===== config.mk =====
export PLATFORM = sky130hd
export DESIGN_NAME = data_literal_byte_parser
export DESIGN_NICKNAME = d
export VERILOG_FILES = /design/src/dlbp_pkg.sv /design/src/dlbp_front.sv /design/src/dlbp_queue.sv /design/src/dlbp_back.sv /design/src/data_literal_byte_parser.sv
export VERILOG_INCLUDE_DIRS = /design/src /design/src/src
export SDC_FILE = /design/constraint.sdc
export NUM_CORES = 1
export LEC_CHECK = 0
export BUFFER_PORTS_ARGS = -buffer_cell sky130_fd_sc_hd__buf_4
export CORE_MARGIN = 2
export CORE_UTILIZATION = 35
export CTS_CLUSTER_DIAMETER = 60
export DETAILED_ROUTE_END_ITERATION = 7
export PLACE_DENSITY = 0.48
export SKIP_CTS_REPAIR_TIMING = 1
export SYNTH_ARGS = -nofsm -noshare
export SYNTH_HDL_FRONTEND = slang
export SYNTH_SLANG_ARGS = --single-unit

===== constraint.sdc =====
create_clock -name clock -period 10 [get_ports clock]
set_input_delay 2 -clock clock [delete_from_list [all_inputs] [get_ports clock]]
set_output_delay 2 -clock clock [all_outputs]
set_load 0.1 [all_outputs]

===== src/data_literal_byte_parser_macros.svh =====
// Assertion macros for the data literal byte parser.
`ifndef DATA_LITERAL_BYTE_PARSER_MACROS_SVH
`define DATA_LITERAL_BYTE_PARSER_MACROS_SVH

`ifndef SYNTHESIS
`define DLBP_ASSERT_SAME(label, clk, rst, ante, cons) \
   label: assert property (@(posedge clk) disable iff (rst) (ante) |-> (cons)) \
      else $error("dlbp assertion failed");
`define DLBP_ASSERT_NEXT(label, clk, rst, ante, cons) \
   label: assert property (@(posedge clk) disable iff (rst) (ante) |=> (cons)) \
      else $error("dlbp assertion failed");
`else
`define DLBP_ASSERT_SAME(label, clk, rst, ante, cons)
`define DLBP_ASSERT_NEXT(label, clk, rst, ante, cons)
`endif

`endif


===== src/dlbp_pkg.sv =====
package dlbp_pkg;

   localparam int QDEPTH  = 4;
   localparam int QPTR_W  = $clog2(QDEPTH);
   localparam int QCNT_W  = $clog2(QDEPTH + 1);

   localparam logic [2:0] ST_OK         = 3'd0;
   localparam logic [2:0] ST_BAD_ESCAPE = 3'd1;
   localparam logic [2:0] ST_UNTERM_STR = 3'd2;
   localparam logic [2:0] ST_BAD_NUMBER = 3'd3;
   localparam logic [2:0] ST_RANGE      = 3'd4;

   typedef enum logic [1:0] {
      KIND_NONE,
      KIND_BYTE,
      KIND_WORD
   } kind_type;

   typedef struct packed {
      kind_type    kind;
      logic [31:0] word;
      logic        neg;
      logic        done;
      logic [2:0]  status;
   } cmd_type;

endpackage


===== src/dlbp_front.sv =====
module dlbp_front (
   input  logic              clock,
   input  logic              reset,
   input  logic              accept,
   input  logic [7:0]        ch,
   input  logic              eol,
   output logic              push,
   output dlbp_pkg::cmd_type cmd
);

   typedef enum logic [2:0] {
      MODE_BETWEEN,
      MODE_STRING,
      MODE_ESCAPE,
      MODE_NUMBER,
      MODE_SKIP
   } mode_type;

   typedef enum logic [1:0] {
      STAGE_PREFIX,
      STAGE_SIGN,
      STAGE_DIGITS,
      STAGE_TAIL
   } stage_type;

   localparam logic [7:0] CH_DOLLAR = 8'h24;
   localparam logic [7:0] CH_HASH   = 8'h23;
   localparam logic [7:0] CH_SEMI   = 8'h3B;
   localparam logic [7:0] CH_QUOTE  = 8'h22;
   localparam logic [7:0] CH_BSLASH = 8'h5C;
   localparam logic [7:0] CH_MINUS  = 8'h2D;

   function automatic logic [8:0] escape_decode(input logic [7:0] c);
      logic [8:0] r;
      case (c)
         8'h6E:   r = {1'b1, 8'h0A};
         8'h74:   r = {1'b1, 8'h09};
         8'h72:   r = {1'b1, 8'h0D};
         8'h5C:   r = {1'b1, 8'h5C};
         8'h22:   r = {1'b1, 8'h22};
         8'h30:   r = {1'b1, 8'h00};
         default: r = {1'b0, 8'h00};
      endcase
      return r;
   endfunction

   function automatic logic [2:0] first_err(input logic [2:0] cur, input logic [2:0] code);
      return (cur == dlbp_pkg::ST_OK) ? code : cur;
   endfunction

   mode_type    mode_ff, mode_in;
   stage_type   stage_ff, stage_in;
   logic        hex_ff, hex_in;
   logic        neg_ff, neg_in;
   logic        seen_ff, seen_in;
   logic [63:0] acc_ff, acc_in;
   logic        ovf_ff, ovf_in;
   logic [2:0]  err_ff, err_in;

   logic        is_ws;
   logic        hex_src;
   logic [63:0] acc_src;
   logic        dig_ok;
   logic [3:0]  dig;
   logic [67:0] prod;
   logic        run_num;
   logic        fin;
   logic        sign_skip;
   logic [8:0]  esc;

   assign is_ws   = (ch == 8'h20) || ((ch >= 8'h09) && (ch <= 8'h0D));
   assign hex_src = (mode_ff == MODE_BETWEEN) ? 1'b0 : hex_ff;
   assign acc_src = (mode_ff == MODE_BETWEEN) ? 64'd0 : acc_ff;
   assign esc     = escape_decode(ch);

   always_comb begin
      dig_ok = 1'b0;
      dig    = 4'd0;
      if ((ch >= 8'h30) && (ch <= 8'h39)) begin
         dig_ok = 1'b1;
         dig    = 4'(ch - 8'h30);
      end else if (hex_src && (ch >= 8'h61) && (ch <= 8'h66)) begin
         dig_ok = 1'b1;
         dig    = 4'(ch - 8'h57);
      end else if (hex_src && (ch >= 8'h41) && (ch <= 8'h46)) begin
         dig_ok = 1'b1;
         dig    = 4'(ch - 8'h37);
      end
   end

   assign prod = (hex_src ? {acc_src, 4'b0000}
                          : ({1'b0, acc_src, 3'b000} + {3'b000, acc_src, 1'b0}))
               + {64'd0, dig};

   always_comb begin
      mode_in    = mode_ff;
      stage_in   = stage_ff;
      hex_in     = hex_ff;
      neg_in     = neg_ff;
      seen_in    = seen_ff;
      acc_in     = acc_ff;
      ovf_in     = ovf_ff;
      err_in     = err_ff;
      cmd.kind   = dlbp_pkg::KIND_NONE;
      cmd.word   = 32'd0;
      cmd.neg    = 1'b0;
      cmd.done   = 1'b0;
      cmd.status = dlbp_pkg::ST_OK;
      run_num    = 1'b0;
      fin        = 1'b0;
      sign_skip  = 1'b0;

      unique case (mode_ff)
         MODE_BETWEEN: begin
            if (!is_ws) begin
               if (ch == CH_SEMI) begin
                  mode_in = MODE_SKIP;
               end else if (ch == CH_QUOTE) begin
                  mode_in = MODE_STRING;
               end else begin
                  mode_in = MODE_NUMBER;
                  hex_in  = 1'b0;
                  neg_in  = 1'b0;
                  seen_in = 1'b0;
                  acc_in  = 64'd0;
                  ovf_in  = 1'b0;
                  if (ch == CH_DOLLAR) begin
                     hex_in   = 1'b1;
                     stage_in = STAGE_SIGN;
                  end else if (ch == CH_HASH) begin
                     stage_in = STAGE_SIGN;
                  end else begin
                     stage_in = STAGE_DIGITS;
                     run_num  = 1'b1;
                  end
               end
            end
         end
         MODE_STRING: begin
            if (ch == CH_QUOTE) begin
               mode_in = MODE_BETWEEN;
            end else if (eol) begin
               err_in  = first_err(err_in, dlbp_pkg::ST_UNTERM_STR);
               mode_in = MODE_SKIP;
            end else if (ch == CH_BSLASH) begin
               mode_in = MODE_ESCAPE;
            end else begin
               cmd.kind = dlbp_pkg::KIND_BYTE;
               cmd.word = {24'd0, ch};
            end
         end
         MODE_ESCAPE: begin
            if (!esc[8]) begin
               err_in  = first_err(err_in, dlbp_pkg::ST_BAD_ESCAPE);
               mode_in = MODE_SKIP;
            end else if (eol) begin
               err_in  = first_err(err_in, dlbp_pkg::ST_UNTERM_STR);
               mode_in = MODE_SKIP;
            end else begin
               cmd.kind = dlbp_pkg::KIND_BYTE;
               cmd.word = {24'd0, esc[7:0]};
               mode_in  = MODE_STRING;
            end
         end
         MODE_NUMBER: begin
            if (is_ws) begin
               fin = 1'b1;
            end else begin
               run_num = 1'b1;
            end
         end
         MODE_SKIP: begin
         end
         default: begin
         end
      endcase

      if (run_num && (stage_in != STAGE_TAIL)) begin
         if (stage_in == STAGE_SIGN) begin
            stage_in = STAGE_DIGITS;
            if (ch == CH_MINUS) begin
               neg_in    = 1'b1;
               sign_skip = 1'b1;
            end
         end
         if (!sign_skip) begin
            if (!dig_ok) begin
               if (seen_in) begin
                  stage_in = STAGE_TAIL;
               end else begin
                  err_in  = first_err(err_in, dlbp_pkg::ST_BAD_NUMBER);
                  mode_in = MODE_SKIP;
               end
            end else begin
               seen_in = 1'b1;
               if (prod[67:64] != 4'd0) begin
                  ovf_in = 1'b1;
               end else begin
                  acc_in = prod[63:0];
               end
            end
         end
      end

      if (fin || (eol && (mode_in == MODE_NUMBER))) begin
         if (!seen_in) begin
            err_in  = first_err(err_in, dlbp_pkg::ST_BAD_NUMBER);
            mode_in = MODE_SKIP;
         end else if (ovf_in) begin
            err_in  = first_err(err_in, dlbp_pkg::ST_RANGE);
            mode_in = MODE_SKIP;
         end else begin
            cmd.kind = dlbp_pkg::KIND_WORD;
            cmd.word = acc_in[31:0];
            cmd.neg  = neg_in;
            mode_in  = MODE_BETWEEN;
            stage_in = STAGE_PREFIX;
         end
      end

      if (eol) begin
         if ((mode_in == MODE_STRING) || (mode_in == MODE_ESCAPE)) begin
            err_in = first_err(err_in, dlbp_pkg::ST_UNTERM_STR);
         end
         cmd.done   = 1'b1;
         cmd.status = err_in;
         mode_in    = MODE_BETWEEN;
         stage_in   = STAGE_PREFIX;
         hex_in     = 1'b0;
         neg_in     = 1'b0;
         seen_in    = 1'b0;
         acc_in     = 64'd0;
         ovf_in     = 1'b0;
         err_in     = dlbp_pkg::ST_OK;
      end
   end

   assign push = accept && ((cmd.kind != dlbp_pkg::KIND_NONE) || cmd.done);

   always_ff @(posedge clock) begin
      if (reset) begin
         mode_ff  <= MODE_BETWEEN;
         stage_ff <= STAGE_PREFIX;
         hex_ff   <= 1'b0;
         neg_ff   <= 1'b0;
         seen_ff  <= 1'b0;
         ovf_ff   <= 1'b0;
         err_ff   <= dlbp_pkg::ST_OK;
      end else if (accept) begin
         mode_ff  <= mode_in;
         stage_ff <= stage_in;
         hex_ff   <= hex_in;
         neg_ff   <= neg_in;
         seen_ff  <= seen_in;
         ovf_ff   <= ovf_in;
         err_ff   <= err_in;
      end
   end

   always_ff @(posedge clock) begin
      if (accept) begin
         acc_ff <= acc_in;
      end
   end

endmodule


===== src/dlbp_queue.sv =====
module dlbp_queue (
   input  logic              clock,
   input  logic              reset,
   input  logic              push,
   input  dlbp_pkg::cmd_type push_cmd,
   input  logic              pop,
   output dlbp_pkg::cmd_type head,
   output logic              empty,
   output logic              full
);

   dlbp_pkg::cmd_type                 q_mem_ff [dlbp_pkg::QDEPTH];
   logic [dlbp_pkg::QPTR_W-1:0]       wr_ptr_ff, wr_ptr_in;
   logic [dlbp_pkg::QPTR_W-1:0]       rd_ptr_ff, rd_ptr_in;
   logic [dlbp_pkg::QCNT_W-1:0]       count_ff, count_in;

   assign empty = (count_ff == '0);
   assign full  = (count_ff == dlbp_pkg::QCNT_W'(dlbp_pkg::QDEPTH));
   assign head  = q_mem_ff[rd_ptr_ff];

   always_comb begin
      wr_ptr_in = wr_ptr_ff;
      rd_ptr_in = rd_ptr_ff;
      count_in  = count_ff;
      if (push) begin
         wr_ptr_in = (wr_ptr_ff == dlbp_pkg::QPTR_W'(dlbp_pkg::QDEPTH - 1))
                   ? '0 : wr_ptr_ff + 1'b1;
      end
      if (pop) begin
         rd_ptr_in = (rd_ptr_ff == dlbp_pkg::QPTR_W'(dlbp_pkg::QDEPTH - 1))
                   ? '0 : rd_ptr_ff + 1'b1;
      end
      if (push && !pop) begin
         count_in = count_ff + 1'b1;
      end else if (pop && !push) begin
         count_in = count_ff - 1'b1;
      end
   end

   always_ff @(posedge clock) begin
      if (reset) begin
         wr_ptr_ff <= '0;
         rd_ptr_ff <= '0;
         count_ff  <= '0;
      end else begin
         wr_ptr_ff <= wr_ptr_in;
         rd_ptr_ff <= rd_ptr_in;
         count_ff  <= count_in;
      end
   end

   always_ff @(posedge clock) begin
      if (push) begin
         q_mem_ff[wr_ptr_ff] <= push_cmd;
      end
   end

endmodule


===== src/dlbp_back.sv =====
module dlbp_back (
   input  logic              clock,
   input  logic              reset,
   input  dlbp_pkg::cmd_type head,
   input  logic              empty,
   output logic              pop,
   output logic              rsp_tvalid,
   input  logic              rsp_tready,
   output logic [15:0]       rsp_tdata,
   output logic [1:0]        rsp_tuser,
   output logic              rsp_tlast
);

   logic        active_ff, active_in;
   logic [31:0] word_ff, word_in;
   logic [2:0]  cnt_ff, cnt_in;
   logic        done_ff, done_in;
   logic [2:0]  status_ff, status_in;

   logic        rsp_tvalid_ff, rsp_tvalid_in;
   logic [15:0] rsp_tdata_ff, rsp_tdata_in;
   logic [1:0]  rsp_tuser_ff, rsp_tuser_in;
   logic        rsp_tlast_ff, rsp_tlast_in;

   logic        have;
   logic        load_out;
   logic [31:0] v_word;
   logic [31:0] head_word;
   logic [2:0]  v_cnt;
   logic [2:0]  head_cnt;
   logic        v_done;
   logic [2:0]  v_status;
   logic        finished;

   always_comb begin
      unique case (head.kind)
         dlbp_pkg::KIND_BYTE: head_cnt = 3'd1;
         dlbp_pkg::KIND_WORD: head_cnt = 3'd4;
         default:             head_cnt = 3'd0;
      endcase
   end

   assign head_word = head.neg ? (32'd0 - head.word) : head.word;
   assign have      = active_ff || !empty;
   assign load_out  = have && (!rsp_tvalid_ff || rsp_tready);
   assign v_word    = active_ff ? word_ff   : head_word;
   assign v_cnt     = active_ff ? cnt_ff    : head_cnt;
   assign v_done    = active_ff ? done_ff   : head.done;
   assign v_status  = active_ff ? status_ff : head.status;
   assign pop       = load_out && !active_ff;

   always_comb begin
      active_in     = active_ff;
      word_in       = word_ff;
      cnt_in        = cnt_ff;
      done_in       = done_ff;
      status_in     = status_ff;
      rsp_tvalid_in = rsp_tready ? 1'b0 : rsp_tvalid_ff;
      rsp_tdata_in  = rsp_tdata_ff;
      rsp_tuser_in  = rsp_tuser_ff;
      rsp_tlast_in  = rsp_tlast_ff;
      finished      = 1'b0;
      if (load_out) begin
         rsp_tvalid_in = 1'b1;
         if (v_cnt != 3'd0) begin
            rsp_tdata_in = {8'd0, v_word[7:0]};
            rsp_tuser_in = 2'b01;
            finished     = (v_cnt == 3'd1) && !v_done;
         end else begin
            rsp_tdata_in = {5'd0, v_status, 8'd0};
            rsp_tuser_in = 2'b10;
            finished     = 1'b1;
         end
         rsp_tlast_in = finished;
         active_in    = !finished;
         word_in      = {8'd0, v_word[31:8]};
         cnt_in       = (v_cnt != 3'd0) ? v_cnt - 3'd1 : 3'd0;
         done_in      = v_done;
         status_in    = v_status;
      end
   end

   always_ff @(posedge clock) begin
      if (reset) begin
         active_ff     <= 1'b0;
         rsp_tvalid_ff <= 1'b0;
      end else begin
         active_ff     <= active_in;
         rsp_tvalid_ff <= rsp_tvalid_in;
      end
   end

   always_ff @(posedge clock) begin
      word_ff      <= word_in;
      cnt_ff       <= cnt_in;
      done_ff      <= done_in;
      status_ff    <= status_in;
      rsp_tdata_ff <= rsp_tdata_in;
      rsp_tuser_ff <= rsp_tuser_in;
      rsp_tlast_ff <= rsp_tlast_in;
   end

   assign rsp_tvalid = rsp_tvalid_ff;
   assign rsp_tdata  = rsp_tdata_ff;
   assign rsp_tuser  = rsp_tuser_ff;
   assign rsp_tlast  = rsp_tlast_ff;

endmodule


===== src/data_literal_byte_parser.sv =====
// Channel  | Ports   | Content
// input    | req_*   | one character of a data line; tlast on the final character
// result   | rsp_*   | one byte or the closing status of a line; tlast ends a run
//
// A character is taken whenever the command queue has room.
// The result side emits one transaction per cycle while rsp_tready is high:
// a string byte takes one, a finished number four, the status of a line one more.
// Sustained rate is set by the results per character: a two-character number
// token yields four result transactions, two per character.
// Reset is synchronous and clears the parser state and the queue.
// Either side may stall; the command queue lets the other side run on.
`include "data_literal_byte_parser_macros.svh"

module data_literal_byte_parser (
   input  logic        clock,
   input  logic        reset,
   input  logic        req_tvalid,
   output logic        req_tready,
   input  logic [7:0]  req_tdata,   // [7:0] ch
   input  logic        req_tlast,
   output logic        rsp_tvalid,
   input  logic        rsp_tready,
   output logic [15:0] rsp_tdata,   // [7:0] data_byte, [10:8] status
   output logic [1:0]  rsp_tuser,   // [0] has_byte, [1] line_done
   output logic        rsp_tlast
);

   logic              accept;
   logic              q_push;
   logic              q_pop;
   logic              q_empty;
   logic              q_full;
   logic              rsp_status_ok;
   dlbp_pkg::cmd_type f_cmd;
   dlbp_pkg::cmd_type q_head;

   assign req_tready    = !q_full;
   assign accept        = req_tvalid && req_tready;
   assign rsp_status_ok = (rsp_tdata[10:8] == dlbp_pkg::ST_OK);

   dlbp_front u_front (
      .clock  (clock),
      .reset  (reset),
      .accept (accept),
      .ch     (req_tdata),
      .eol    (req_tlast),
      .push   (q_push),
      .cmd    (f_cmd)
   );

   dlbp_queue u_queue (
      .clock    (clock),
      .reset    (reset),
      .push     (q_push),
      .push_cmd (f_cmd),
      .pop      (q_pop),
      .head     (q_head),
      .empty    (q_empty),
      .full     (q_full)
   );

   dlbp_back u_back (
      .clock      (clock),
      .reset      (reset),
      .head       (q_head),
      .empty      (q_empty),
      .pop        (q_pop),
      .rsp_tvalid (rsp_tvalid),
      .rsp_tready (rsp_tready),
      .rsp_tdata  (rsp_tdata),
      .rsp_tuser  (rsp_tuser),
      .rsp_tlast  (rsp_tlast)
   );

   `DLBP_ASSERT_SAME(a_status_closes_run, clock, reset, rsp_tvalid && rsp_tuser[1], rsp_tlast)
   `DLBP_ASSERT_SAME(a_byte_status_zero, clock, reset, rsp_tvalid && rsp_tuser[0], rsp_status_ok)
   `DLBP_ASSERT_SAME(a_no_pop_empty, clock, reset, q_pop, !q_empty)
   `DLBP_ASSERT_NEXT(a_eol_pushes, clock, reset, accept && req_tlast, !q_empty)

endmodule


# Word level (Yosys, flattened, before mapping)
# Memories as Yosys holds them, arrays and structs flattened. A register that Yosys moved wholly into a read port is not among the register bits.
# Cells that the tools add are included.
[classes]
add_sub_neg = 11
magnitude_cmp = 8
n_eq_ne = 28
mux = 141
reduce_logical = 42
[op_table]
columns = ["operator", "n"]
rows = [
  ["$mux W64", 9],
  ["$mux W3", 37],
  ["$mux W35", 3],
  ["$mux W34", 3],
  ["$add A67 B65 Y68", 1],
  ["$add A68 B4 Y68", 1],
  ["$mux W68", 1],
  ["$pmux W34 S2", 1],
  ["$mux W33", 2],
  ["$eq A8 B6 Y1 const B", 7],
  ["$pmux W9 S6", 1],
  ["$mux W1", 53],
  ["$mux W2", 21],
  ["$eq A8 B7 Y1 const B", 4],
  ["$mux W32", 1],
  ["$sub A1 B32 Y32 const A", 1],
  ["$mux W24", 1],
  ["$logic_not A3 Y1", 6],
  ["$ge A8 B7 Y1 const B", 2],
  ["$le A8 B7 Y1 const B", 2],
  ["$mux W4", 4],
  ["$logic_and A1 B1 Y1", 15],
  ["$eq A3 B2 Y1 const B", 4],
  ["$pmux W3 S2", 2],
  ["22 further kinds", 48],
]
[word_totals]
ff_bits = 135
mem_bits_rw = 156
inputBits = 13
output_inout_bits = 21
n_memories = 1
[mem_list]
columns = ["name", "depth", "word_bits", "rd", "rd_clocked_by_memory_dff", "wr", "line_no", "rtl"]
rows = [
  ["u_queue.q_mem_ff", 4, 39, 1, 1, 1, "dlbp_queue.sv:12", "dlbp_pkg::cmd_type q_mem_ff [dlbp_pkg::QDEPTH];"],
]

# Longest topological paths before layout
# Gate-level depths: netlist (run 1).
[depth]
depth_word = 27
mapped_depth = 34
depth_no_buf = 29

# By module
# A second synthesis (run 1) with hierarchy kept.
[hier_totals]
hier_cells = 2607
hier_area_um2 = 23247.3
[by_module_without_submodules]
columns = ["module", "n_inst", "cells_each", "area_per_inst_um2"]
rows = [
  ["dlbp_front", 1, 2067, 14178.6],
  ["dlbp_queue", 1, 247, 6058.3],
  ["dlbp_back", 1, 291, 3000.4],
  ["data_literal_byte_parser", 1, 2, 10.0],
]

# Worst setup path before layout (run 1)
# OpenSTA, ideal clock, no wires.
[synth_timing]
kind = "input-to-reg"
startpoint = "input req_tdata[0]"
endpoint = "memory u_queue.q_mem_ff[0][0] (netlist bit) (enable)"
setup_time_ps = 400
arrival_time_ps = 7781
required_time_ps = 9600
slack_ps = 1818
path_stages = 23
cell_sequence = "inv_1 ha_1 nor2_1 o21ai_0 and2_1 or3b_2 nand2_1 fa_1 a21oi_1 nor2_1 nand2_1 or3_1 clkbuf_1 nor4_1 and3_1 or4b_1 nor4_1 nand4_1 or3_1 a211oi_4 o211ai_4 a21oi_4 and2_1"
[synth_between]
elab_chain_len = 21
elab_cells_between_ends = 102
classes_between = "add/sub (4); order compare (8); eq/ne (14); mux (62); reduce/logical (14)"
[synth_lines]
columns = ["item", "line_no", "rtl"]
rows = [
  ["from (decl)", "data_literal_byte_parser.sv:19", "input logic [7:0] req_tdata,"],
  ["parallel branches: the longest is 15 deep, another holds $add A68 B4 Y68", "--", ""],
  ["$mux W35 *", "dlbp_front.sv:205", "if (fin || (eol && (mode_in == MODE_NUMBER))) begin"],
  ["$reduce_bool A2 Y1 *", "dlbp_front.sv:238", "assign push = accept && ((cmd.kind != dlbp_pkg::KIND_NONE) || cmd.done);"],
  ["$logic_or A1 B1 Y1 *", "dlbp_front.sv:238", ""],
  ["$logic_and A1 B1 Y1 *", "dlbp_front.sv:238", ""],
  ["named net q_push", "data_literal_byte_parser.sv:29", "logic q_push;"],
  ["$mux W1 *", "dlbp_queue.sv:53", "if (push) begin"],
  ["$mux W1 (implied by the code) *", "dlbp_queue.sv:54", "q_mem_ff[wr_ptr_ff] <= push_cmd;"],
  ["to (decl)", "dlbp_queue.sv:12", ""],
]
# Mark *: on every way through the listed nets, which the timed path passes. The select of a mux whose other input is x is not followed.

# Worst setup path in the final report (run 1)
[layout_timing]
startpoint = "register u_front.mode_ff[2]"
endpoint = "register u_queue.count_ff[2] (netlist bit)"
[layout_between]
elab_chain_len = 22
elab_cells_between_ends = 61
classes_between = "add/sub (2); eq/ne (6); mux (37); reduce/logical (16)"
[layout_lines]
columns = ["item", "line_no", "rtl"]
rows = [
  ["from (decl)", "dlbp_front.sv:51", "mode_type mode_ff, mode_in;"],
  ["from (signal assigned)", "dlbp_front.sv:250", "mode_ff <= mode_in;"],
  ["parallel branches: the longest is 15 deep, another holds $add A67 B65 Y68", "--", ""],
  ["$mux W35 *", "dlbp_front.sv:205", ""],
  ["$reduce_bool A2 Y1 *", "dlbp_front.sv:238", ""],
  ["$logic_or A1 B1 Y1 *", "dlbp_front.sv:238", ""],
  ["$logic_and A1 B1 Y1 *", "dlbp_front.sv:238", ""],
  ["named net q_push", "data_literal_byte_parser.sv:29", ""],
  ["$logic_not A1 Y1", "dlbp_queue.sv:35", "end else if (pop && !push) begin"],
  ["$logic_and A1 B1 Y1", "dlbp_queue.sv:35", ""],
  ["$reduce_bool A2 Y1 (no line)", "--", ""],
  ["to (signal assigned)", "dlbp_queue.sv:48", "count_ff <= count_in;"],
  ["to (decl)", "dlbp_queue.sv:15", "logic [dlbp_pkg::QCNT_W-1:0] count_ff, count_in;"],
]
# Marked as above.
# A chain may end at the register's enable or synchronous reset.

==> impl_metrics.json, run 1 <==
{
  "synth_area_leader_cell": "edfxtp_1",
  "skew_ns": 0.0258,
  "core-area_um2": 65500,
  "viasPerCell": 5.91,
  "cp.arrival_ns": 9.07,
  "cts_max_level": 2,
  "grt_max_degree": 115,
  "rows": 94,
  "cp_max_fo": 19,
  "setup_violations": 0,
  "rsz0062_at_grt": "false",
  "crit_start": "u_front.mode_ff[2]",
  "gp_congestion": 0.930,
  "port_buffers": 28,
  "antenna_found_initial": 1,
  "slowest_stage": "a211oi_1",
  "cts_sinks": 288,
  "syn_area_um2": 23100,
  "synth_ff_type": "edfxtp_1",
  "tightest_slew_ns": 1.20,
  "place_ws_ns": 1.04,
  "min_path_type": "register to register",
  "final_antenna_net_count": 0,
  "cp_cell_sequence": "buf_4 -> or3_2 -> and2_1 -> ha_1 -> a41o_1 -> a221oi_1 -> a211oi_2 -> a211oi_1 -> xor2_1 -> o21ai_1 -> nand3_1 -> or4b_1 -> nor4_1 -> nand4_1 -> or3_1 -> a211oi_4 -> o211ai_4 -> a21oi_4 -> ha_1 -> inv_1 -> fa_1 -> xor2_1 -> or3_1 -> a21oi_1",
  "routedWlPerCell_um": 22.4,
  "cp_slowest_stage_delay_ns": 0.89,
  "synth_edf_count": 265,
  "clockBufferDepth": 3,
  "cts_buffers": 40,
  "dr_total_vias": 20500,
  "final.min_clock_period_ns": 8.57,
  "synthTopCellsByCount": "nor2_1, nand2_1, edfxtp_1, a21oi_1, clkbuf_1",
  "ys_types": 107,
  "crit_path_start_kind": "register",
  "powerDensity_nw_per_um2": 207,
  "setup_ws_ns": 1.43,
  "grt_pass1_wl_um": 120000,
  "num_io_pins": 34,
  "netlist.area_leader.share_pct": 34.5,
  "critPathKind": "register to register",
  "seq_area_frac_synth_pct": 36.4,
  "cap_violations": 0,
  "critical-path-top-delay-family": "simple AND/OR/NAND/NOR gates",
  "yosysMostFrequentCell": "nor2_1",
  "drc": 0,
  "max_slew_margin_pct": 18.9,
  "run_status": "complete, no violations",
  "num_antenna_cells": 0,
  "fin_crit_sh_pct": 85.7,
  "start_util_pct": 35.3,
  "synth-async-reset-ratio_pct": 0,
  "clock.fmax_ghz": 0.117,
  "final_hold_viol_count": 0,
  "timing.rr.start": "u_front.mode_ff[2]",
  "die_w_um": 261,
  "area_growth_pct": 9.11,
  "drive_above_1_share_pct": 10.4,
  "seqCellArea_um2": 8420,
  "drv_slew": 0,
  "grt_pass1_vias": 19900,
  "grt.total_usage_pct": 22.6,
  "cts_root_buffer": "clkbuf_16",
  "synthTopCellsByArea": "edfxtp_1, nor2_1, nand2_1, a21oi_1, mux4_2",
  "fp.dieH_um": 261,
  "clkSlewWorstSetupHoldPaths_ns": 0.06,
  "finalWirelength_um": 77500,
  "yosys_register_bits": 288,
  "min_from": "u_front.stage_ff[1]",
  "worst_skew_pair.late_latency_ns": 0.58,
  "dpl.hpwl_um": 56400,
  "rrSetupSlack_ns": 1.43,
  "dieArea_um2": 68100,
  "overflow": 0,
  "drtIter0Drc": 1647,
  "multi_input_area_um2": 13600,
  "synth.avg_cell_area_um2": 8.64,
  "ir_worst_vdd_v": 0.000112,
  "p_leak_nw": 8.14,
  "required_ns": 10.50,
  "yosys_warnings": 0,
  "drtPass1Iterations": 5,
  "fillers": 6616,
  "cts_tree": "yes",
  "nets": 2622,
  "end_kind": "register",
  "synth_cells": 2672,
  "finalSetupTns_ns": 0,
  "crit_buf_inv": 2
}
[worst min-delay path, stage by stage, from the launching register on]
cell     delay (ns)
dfxtp_1        0.32
nand2_1        0.06
a21oi_1        0.05
[logic make-up after synthesis]
family	Yosys count	synth area share [%]
simple gates	1110	23.8
flops	288	36.4
fa+ha+maj	46	2.44
xor+xnor	155	5.88
other cells	1	0.0162
compound gates	723	20.7
mux	83	5.79
buf+inv	266	4.89
[layout by cell type, fill, tap and decap left out, types with 40 or more instances in the layout]
master / Yosys / routed
nand2_1: 277 / 276
a31oi_1: 49 / 49
edfxtp_1: 265 / 265
buf_4: 8 / 65
nor2_1: 307 / 305
nor3_1: 102 / 102
clkbuf_16: 0 / 40
nand3_1: 70 / 70
and3_1: 40 / 40
inv_1: 54 / 54
xor2_1: 62 / 62
xnor2_1: 93 / 93
o21ai_0: 142 / 142
nand4_1: 44 / 44
a21oi_1: 206 / 206
[metal layers]
| layer | vias to the layer above | GRT usage [%] | share of wire (%) |
|---|---|---|---|
| met3 | 149 | 2.17 | 4.2 |
| li1 | 9762 | - | - |
| met1 | 10000 | 29.5 | 44 |
| met4 | 0 | 8.75 | 3.9 |
| met5 | - | 0 | 0 |
| met2 | 550 | 38.5 | 48 |
[report_power, final]
group          switching (mW)  leakage (nW)  internal, mW
Combinational            1.28          4.85         0.665
Clock                   0.585         0.664         0.866
Sequential              0.218          2.62          1.59
[final timing paths]
kind                                             to  cells past startpoint
worst min register to register  u_front.stage_ff[1]                      2
worst min-delay path            u_front.stage_ff[1]                      2
worst max register to register  u_queue.count_ff[2]                     24
worst max-delay path            u_queue.count_ff[2]                     24
[per-stage QoR]
step                util [%]  cell area (µm²)  total power [mW]  hold WS [ns]  instances
finish                  38.5            25200              5.21         0.476       3469
global route            38.5            25200              5.53         0.517       3469
CTS                     38.5            25200              5.26         0.478       3469
detailed placement      36.4            23800              3.79         0.471       3396
global placement        36.4            23800              3.77         0.459       3396
floorplan                  -            23100              3.29         0.445       2676
[layout make-up]
| cell class | instances | area share, % |
|---|---|---|
| multi-input combinational | 2122 | 53.9 |
| timing repair buffer | 67 | 2.10 |
| sequential | 288 | 33.4 |
| inverter | 55 | 0.819 |
| clock buffer | 48 | 4.13 |
| clock inverter | 25 | 1.33 |
| tap | 864 | 4.29 |
[state kept, by name, summed over array words and instances (netlist names), 2 cells and up, named ones only]
name	flops
u_front.err_ff	3
u_queue.q_mem_ff	156
u_front.stage_ff	2
u_back.rsp_tuser	2
u_back.status_ff	3
u_back.word_ff	24
u_queue.wr_ptr_ff	2
u_front.mode_ff	3
u_back.rsp_tdata	11
u_queue.count_ff	3
u_back.cnt_ff	3
u_front.acc_ff	64
u_queue.rd_ptr_ff	2
(Power assumes the default switching activity.)
==> inputs of run 2 (changes only) <==
--- a/config.mk
+++ b/config.mk
@@ -11,7 +11,7 @@
 export CORE_UTILIZATION = 35
 export CTS_CLUSTER_DIAMETER = 60
 export DETAILED_ROUTE_END_ITERATION = 7
-export PLACE_DENSITY = 0.48
+export PLACE_DENSITY = 0.58
 export SKIP_CTS_REPAIR_TIMING = 1
 export SYNTH_ARGS = -nofsm -noshare
 export SYNTH_HDL_FRONTEND = slang
==> run 2 against run 1 <==
Power increased by 0.53%. Critical path type unchanged. Global-route usage decreased by 0.85 points. Core utilization fell by 0.055 points. Sequential share of layout area about the same.
==> impl_metrics.json, run 2 (synthesized netlist as in run 1, its figures left out) <==
{
  "worst_skew_pair.late_latency_ns": 0.58,
  "setup_violations": 0,
  "seqCellArea_um2": 8420,
  "area_growth_pct": 8.95,
  "final_hold_viol_count": 0,
  "multi_input_area_um2": 13600,
  "cap_violations": 0,
  "layout_top_registers": "u_queue.q_mem_ff (156), u_front.acc_ff (64), u_back.word_ff (24)",
  "drive_above_1_share_pct": 10.2,
  "fin_crit_sh_pct": 86.6,
  "run_status": "complete, no violations",
  "clockBufferDepth": 3,
  "end_kind": "register",
  "final.min_clock_period_ns": 8.66,
  "overflow": 0,
  "start_util_pct": 35.3,
  "max_slew_margin_pct": 14.3,
  "port_buffers": 28,
  "fp.dieH_um": 261,
  "tightest_slew_ns": 1.27,
  "crit_path_start_kind": "register",
  "gp_congestion": 0.977,
  "dieArea_um2": 68100,
  "routedWlPerCell_um": 21.8,
  "grt.total_usage_pct": 21.8,
  "core-area_um2": 65500,
  "viasPerCell": 6.01,
  "clock.fmax_ghz": 0.115,
  "critPathKind": "register to register",
  "top_register": "u_queue.q_mem_ff",
  "rsz0062_at_grt": "false",
  "place_ws_ns": 1.09,
  "rows": 94,
  "cts_root_buffer": "clkbuf_16",
  "finalSetupTns_ns": 0,
  "required_ns": 10.50,
  "r2r.worst_path.cells": 26,
  "drtPass1Iterations": 5,
  "final_cell_mix": "nor2_1, nand2_1, edfxtp_1",
  "drc": 0,
  "nets": 2615,
  "p_leak_nw": 8.11,
  "grt_pass1_vias": 19500,
  "powerDensity_nw_per_um2": 208,
  "finalWirelength_um": 75500,
  "grt_pass1_wl_um": 117000,
  "holdPathStages": 2,
  "clkSlewWorstSetupHoldPaths_ns": 0.06,
  "layout.cells.non_filler": 3461,
  "skew_ns": 0.0205,
  "mostFrequentLayoutCell": "nor2_1",
  "antenna_found_initial": 0,
  "cts_sinks": 288,
  "num_io_pins": 34,
  "largest_register_ffs": 156,
  "cts_max_level": 2,
  "dr_total_vias": 20800,
  "cts_tree": "yes",
  "dp_cells": 3389,
  "final_antenna_net_count": 0,
  "cp_max_fo": 25,
  "num_antenna_cells": 0,
  "cp.arrival_ns": 9.16,
  "dpl.hpwl_um": 53400,
  "grt_max_degree": 123,
  "ir_worst_vdd_v": 0.000133,
  "die_w_um": 261,
  "cts_buffers": 39,
  "drtIter0Drc": 1975,
  "setup_ws_ns": 1.34,
  "drv_slew": 0,
  "fillers": 6526,
  "min_path_type": "register to register"
}
run 2: cell types whose count changed in the layout (fill, tap and decap cells not counted), moves of 2 or more:
| cell | before | now |
|---|---|---|
| buf_4 | 65 | 58 |
| bufinv_16 | 4 | 6 |
| clkbuf_1 | 7 | 5 |
| clkinv_16 | 3 | 1 |
| clkinv_2 | 7 | 5 |
| clkinv_8 | 1 | 3 |
| inv_16 | 0 | 2 |
run 2: stage by stage:
step           utilization [%]  total power, mW  hold WS (ns)  cell area, µm²
6_report                  38.4             5.23         0.483           25200
5_1_grt                   38.4             5.53         0.501           25200
4_1_cts                   38.4             5.26         0.483           25200
3_5_place_dp              36.3             3.77         0.467           23800
3_3_place_gp              36.3             3.74         0.460           23800
2_1_floorplan                -             3.29         0.445           23100
run 2: layout make-up:
cell class	instances	share of cell area (%)
flip-flops and latches	288	33.5
repair buffers	61	1.91
multi-input cells	2122	54.0
clock buffers	44	3.95
clock inverters	27	1.56
well taps	864	4.30
inverters	55	0.820
run 2: critical path, cell delays in order (launching register included):
cell and delay [ns]:
dfxtp_1 0.29, buf_4 0.21, or3_2 0.80, and2_1 0.28
ha_1 0.38, nor3b_2 0.29, nand4_1 0.12, buf_4 0.19
a211oi_1 0.90, nor2_1 0.11, a311oi_1 0.68, a32o_1 0.24
o2111ai_1 0.11, buf_4 0.20, or4b_1 0.61, nor4_1 0.51
nand4_1 0.14, or3_1 0.39, a211oi_4 0.36, o211ai_4 0.16
a21oi_4 0.27, ha_1 0.24, inv_1 0.06, fa_1 0.37
xor2_1 0.18, or3_1 0.31, a21oi_1 0.16
run 2: power breakdown:
part	internal [mW]	switching, mW
logic	0.658	1.29
registers	1.59	0.213
clock network	0.894	0.588
run 2: path summary, 6_finish.rpt:
| path | from | to | slack, ns |
|---|---|---|---|
| min | u_front.stage_ff[0] | u_front.stage_ff[0] | 0.48 |
| min reg2reg | u_front.stage_ff[0] | u_front.stage_ff[0] | 0.48 |
| max reg2reg | u_front.mode_ff[2] | u_queue.count_ff[2] | 1.34 |
| max | u_front.mode_ff[2] | u_queue.count_ff[2] | 1.34 |
run 2: metal layers:
layer | GRT usage [%] | part of all wire, % | up-vias | wire length [µm]
met5 | 0 | 0 | - | 0
li1 | - | - | 9754 | -
met1 | 30.0 | 45 | 10300 | 33700
met2 | 35.4 | 47 | 680 | 35200
met3 | 2.19 | 5.5 | 132 | 4160
met4 | 7.56 | 3.2 | 0 | 2450
